[config.mk]
export PLATFORM = sky130hd
export DESIGN_NAME = cvkt_div
export DESIGN_NICKNAME = d
export VERILOG_FILES = /design/src/rtl/cvkt_pkg.sv /design/src/rtl/cvkt_div.sv
export SDC_FILE = /design/constraint.sdc
export NUM_CORES = 1
export LEC_CHECK = 0
export BUFFER_PORTS_ARGS = -buffer_cell sky130_fd_sc_hd__buf_2
export CAP_MARGIN = 20
export CORE_MARGIN = 2
export CORE_UTILIZATION = 45
export DETAILED_ROUTE_END_ITERATION = 8
export RECOVER_POWER = 100
export SYNTH_ARGS = -nofsm -noshare
export SYNTH_HDL_FRONTEND = slang
export SYNTH_SLANG_ARGS = --single-unit
[constraint.sdc]
create_clock -name clk -period 9 [get_ports clk]
set_clock_uncertainty 0.1 [all_clocks]
set_input_delay 0 -clock clk [delete_from_list [all_inputs] [get_ports clk]]
set_output_delay 0 -clock clk [all_outputs]
set_load 0.01 [all_outputs]
[src/rtl/cvkt_pkg.sv]
// ----------------------------------------------------------------------------
// cvkt_pkg
// Shared types, constants and saturation helpers for the constant-velocity
// tracker.
// ----------------------------------------------------------------------------
package cvkt_pkg;

  localparam int CfgW = 31;
  localparam int CfgIdxW = 2;
  localparam int DivSteps = 2;
  localparam int DivBits = 56;
  localparam int DivCycles = DivBits / DivSteps;
  localparam int DivCntW = $clog2(DivCycles);

  localparam logic [CfgIdxW-1:0] REG_PROCESS_NOISE = 2'd0;
  localparam logic [CfgIdxW-1:0] REG_MEASURE_NOISE = 2'd1;
  localparam logic [CfgIdxW-1:0] REG_INITIAL_COV = 2'd2;

  localparam logic [CfgW-1:0] PROCESS_NOISE_RST = 31'd1678;
  localparam logic [CfgW-1:0] MEASURE_NOISE_RST = 31'd167772;
  localparam logic [CfgW-1:0] INITIAL_COV_RST = 31'd1677722;

  localparam logic signed [63:0] MAX32 = 64'sd2147483647;
  localparam logic signed [63:0] MIN32 = -64'sd2147483648;
  localparam logic signed [33:0] ONE_Q24 = 34'sd16777216;

  // control strobes from the sequencer to the lanes and the covariance unit
  typedef struct packed {
    logic pred_en;
    logic start;
    logic err_en;
    logic mul_en;
    logic upd_en;
  } cvkt_ctl_t;

  // sign extend a 32-bit value to 64 bits
  function automatic logic signed [63:0] sx32(input logic signed [31:0] v);
    sx32 = {{32{v[31]}}, v};
  endfunction

  // saturate a 64-bit value to the signed 32-bit range
  function automatic logic signed [31:0] sat32(input logic signed [63:0] v);
    if (v > MAX32) begin
      sat32 = 32'sh7fffffff;
    end else if (v < MIN32) begin
      sat32 = 32'sh80000000;
    end else begin
      sat32 = v[31:0];
    end
  endfunction

endpackage

[src/rtl/cvkt_div.sv]
// ----------------------------------------------------------------------------
// cvkt_div
// Iterative signed gain divider: num * 2^24 / den, two quotient bits a cycle,
// result saturated to 32 bits.
// ----------------------------------------------------------------------------
module cvkt_div (
  input  logic                clk,
  input  logic                rst,
  input  logic                start,
  input  logic signed [31:0]  num,
  input  logic [32:0]         den,
  output logic                busy,
  output logic signed [31:0]  quo
);

  logic [33:0] rem;
  logic [33:0] rem_next;
  logic [cvkt_pkg::DivBits-1:0] sh;
  logic [cvkt_pkg::DivBits-1:0] sh_next;
  logic [cvkt_pkg::DivCntW-1:0] cnt;
  logic [32:0] dsr;
  logic neg;
  logic [31:0] mag_in;

  assign mag_in = num[31] ? (~num + 32'd1) : num;

  // two restoring steps per cycle
  always_comb begin
    logic [33:0] r;
    logic [cvkt_pkg::DivBits-1:0] s;
    logic ge;
    r = rem;
    s = sh;
    for (int i = 0; i < cvkt_pkg::DivSteps; i++) begin
      r = {r[32:0], s[cvkt_pkg::DivBits-1]};
      ge = (r >= {1'b0, dsr});
      if (ge) begin
        r = r - {1'b0, dsr};
      end
      s = {s[cvkt_pkg::DivBits-2:0], ge};
    end
    rem_next = r;
    sh_next = s;
  end

  // iteration control
  always_ff @(posedge clk) begin
    if (rst) begin
      busy <= 1'b0;
      cnt <= '0;
    end else if (start) begin
      busy <= 1'b1;
      cnt <= cvkt_pkg::DivCntW'(cvkt_pkg::DivCycles - 1);
    end else if (busy) begin
      cnt <= cnt - 1'b1;
      if (cnt == '0) begin
        busy <= 1'b0;
      end
    end
  end

  // datapath
  always_ff @(posedge clk) begin
    if (start) begin
      rem <= '0;
      sh <= {mag_in, 24'd0};
      dsr <= den;
      neg <= num[31];
    end else if (busy) begin
      rem <= rem_next;
      sh <= sh_next;
    end
  end

  // sign and saturate the quotient
  always_comb begin
    if (neg) begin
      if (sh > cvkt_pkg::DivBits'(64'd2147483648)) begin
        quo = 32'sh80000000;
      end else begin
        quo = 32'(~sh[31:0] + 32'd1);
      end
    end else if (sh > cvkt_pkg::DivBits'(64'd2147483647)) begin
      quo = 32'sh7fffffff;
    end else begin
      quo = sh[31:0];
    end
  end

endmodule

==> flow_summary.toml <==
[yosys]
synth-simple-area-share = 0.190
synth_top_family_by_area = "compound AO/OA/AOI/OAI gates"
yosysTopAreaCell = "edfxtp_1"
synth-compound-area-share = 0.244
synthTopCellsByArea = "edfxtp_1 (19%), dfxtp_1 (12%), ha_1 (8.3%)"
synth_ff_type = "edfxtp_1"
syn_inst = 1272
synth_fa_ha_area_frac = 0.0869
synth_cell_types = 77
ys_warn_count = 0
syn-mean-instance-area_um2 = 8.28
synth_mux_area_frac = 0.0451
synthesis.area_mm2 = 0.0105
syn-num-nets = 1412
synth-edff-count = 66
ys_async_sr_fraction = 0
ys_ff_latch = 129
ys_seq_area_frac = 0.308
synth-xor-area-share = 0.0748
synth_top_area_frac = 0.188

[critical_path]
max_stage_delay_ns = 0.66
required_ns = 9.16
crit_fanout = 41
worst-setup-path-type = "reg2reg"
critical_path_arrival_ns = 7.53
crit_chain = "inv_1 -> ha_1 -> inv_1 -> fa_1 -> a211oi_1 -> o21ai_0 -> and3_1 -> o21bai_1 -> a31oi_1 -> nor2_1 -> buf_4 -> o21ai_0 -> ha_1 -> nand4_1 -> nor3_1 -> o221ai_1 -> a211oi_1 -> o211ai_1 -> a31oi_1 -> and4_1 -> a2111oi_0 -> xor2_1 -> a2111oi_0"
startpoint_type = "flip-flop"
crit_slowest_cell = "nor2_1"
end_kind = "flip-flop"

[clock_network]
insertion_delay_ns = 0.43
ctsHtreeMaxLevel = 4
ctsLongestPathBuffers = 2
cts_buffers = 17
cts.sink_count = 129
cts_setup_buffers = 0
clockRootBuffer = "clkbuf_16"
cts_tree = "done"
cts_resized = 0
clk_pin_slew_worst_paths_ns = 0.06

[power_and_ir_drop]
power.density_mw_per_mm2 = 256
ir_drop_mv = 0.103
total_power_w = 0.00320
leakagePower_nw = 5.25

[worst_hold_path]
hold_class = "in2reg"

[sta]
max_freq_mhz = 136
finalHoldViolCount = 0
worst_slew_pin_slew_ns = 4.54
hold_slack_ns = 0.0129
finalSetupViolCount = 0
relSlewSlack = -2.02
slew_viol_final = 254
fin_ws_ns = 1.64
min_period_ns = 7.36
fin_setup_tns_ns = 0
rsz0062_at_grt = "no"
post-route-period-util = 0.818

[status]
violations = "capacitance limit, slew limit"
status = "finished, violations left"

[grt]
grt_pass1_wl_um = 46800
grt_pass1_vias = 9050
grt_max_degree = 86
grt_overflow_total = 0
antenna_found_initial = 0
grt.total_usage = 0.238

[drt]
vias = 10000
wl_um = 29200
firstDrtPassIters = 5
ant_nets = 0
via_per_inst = 5.77
first_iter_violations = 718
route.detailed.drc = 0
wl_per_cell_um = 16.9

[cells_and_area]
nFillCells = 2131
drive_gt1_frac = 0.102
final_core_util = 0.547
antenna_cells = 0
area_delta_synth_final_pct = 18.4
nets = 1549

[placement]
io_buffers = 100
dpl.hpwl_um = 20700
dpl_worst_slack_ns = 2.35
gp_congestion = 0.910

[floorplan]
rows = 55
io_pins = 101
floorplan.die_area_mm2 = 0.0246
die_x_um = 157
dieHeight_um = 157
coreArea_mm2 = 0.0228
start_util = 0.462

[run]
drv_cap = 5
Yosys cell counts, types with 6 or more instances:
cell type	n
or4_1	7
buf_1	7
o31ai_1	11
nand2b_1	12
o41ai_1	6
a21o_1	33
clkbuf_1	47
nor2_1	120
ha_1	70
o211ai_1	6
nand2_1	122
or3_1	20
nand4_1	9
a22o_1	30
a2111oi_0	7
xnor2_1	63
and3_1	9
o311ai_1	20
dfxtp_1	63
nor4_1	11
mux2i_1	43
nor3_1	32
inv_1	81
o21bai_1	6
nand3_1	27
xor2_1	27
o21ai_0	92
a21oi_1	68
a31oi_1	16
edfxtp_1	66
a211oi_1	30
o21a_1	11
power breakdown:
group / switching (W) / internal, W
Clock: 0.000288 / 0.000412
Sequential: 0.0000539 / 0.000693
Combinational: 0.00103 / 0.000723
Total: 0.00137 / 0.00183
timing repair:
| action | 4_1_cts | 5_1_grt |
|---|---|---|
| setup endpoints to repair | 0 | 0 |
| hold endpoints to repair | 76 | 0 |
| hold buffers | 66 | 0 |
sequential cells by signal (all words and copies together), names as in the netlist:
name / cells
dsr: 33
rem: 33
cnt: 5
sh: 56
neg: 1
busy: 1
metal layers:
metal	vias to the layer above	global-route usage	routed length, um
li1	4987	-	-
met1	4645	0.339	14100
met2	323	0.370	13000
met3	49	0.0407	1660
met4	0	0.0712	548
met5	-	0	0
worst max-delay path: cells and delay by family (launching register included):
| kind | cells | cell delay [ns] |
|---|---|---|
| buffers and inverters | 3 | 0.66 |
| flip-flops | 1 | 0.43 |
| XOR/XNOR | 1 | 0.16 |
| adder cells (fa/ha/maj) | 3 | 1.06 |
| AND/OR/NAND/NOR | 5 | 1.72 |
| AO/OA/AOI/OAI | 11 | 3.06 |
worst paths after layout:
kind / from / end / slack [ns] / cells past startpoint
setup / recovery: sh[55] / rem[31] / 1.64 / 23
hold / removal: num[1] / sh[25] / 0.01 / 5
setup reg to reg: sh[55] / rem[31] / 1.64 / 23
hold reg to reg: rem[23] / rem[23] / 0.39 / 2
through the flow:
step | instances | cell area, um2
after floorplan | 1272 | 10500
after global placement | 1637 | 11300
after detailed placement | 1637 | 11300
after CTS | 1735 | 12500
after global routing | 1735 | 12500
final | 1735 | 12500
layout make-up:
cell class                 instances  area (um2)  share of cell area
sequential                       129        3240               0.260
clock buffer                      18         429              0.0344
inverter                          81         304              0.0244
clock inverter                    14         151              0.0121
timing repair buffer             176        1200              0.0961
multi-input combinational       1004        6750               0.541
tap                              313         392              0.0314
logic make-up after synthesis:
kind of cell	count (synthesis)
simple gates	413
fa+ha+maj	72
buf+inv	139
compound gates	382
xor+xnor	90
mux	47
flops	129
cells in the final DEF (no fill, tap or decap), types with 6 or more instances in the layout:
cell type,instances
nand2_1,122
nor2_1,121
o21ai_0,94
buf_2,88
inv_1,81
ha_1,70
a21oi_1,68
edfxtp_1,66
dlygate4sd3_1,66
xnor2_1,63
dfxtp_1,63
mux2i_1,43
a21o_1,33
nor3_1,32
a211oi_1,30
a22o_1,30
nand3_1,27
xor2_1,27
o311ai_0,23
or3_1,20
clkbuf_1,19
clkbuf_16,17
a31oi_1,16
nand2b_1,12
o21a_1,11
o31ai_1,11
nor4_1,11
and3_1,9
nand4_1,9
a2111oi_0,7
or4_1,7
o21bai_1,6
o211ai_1,6
o41ai_1,6
inv_6,6
No activity file was read; power rests on OpenSTA's default activity.
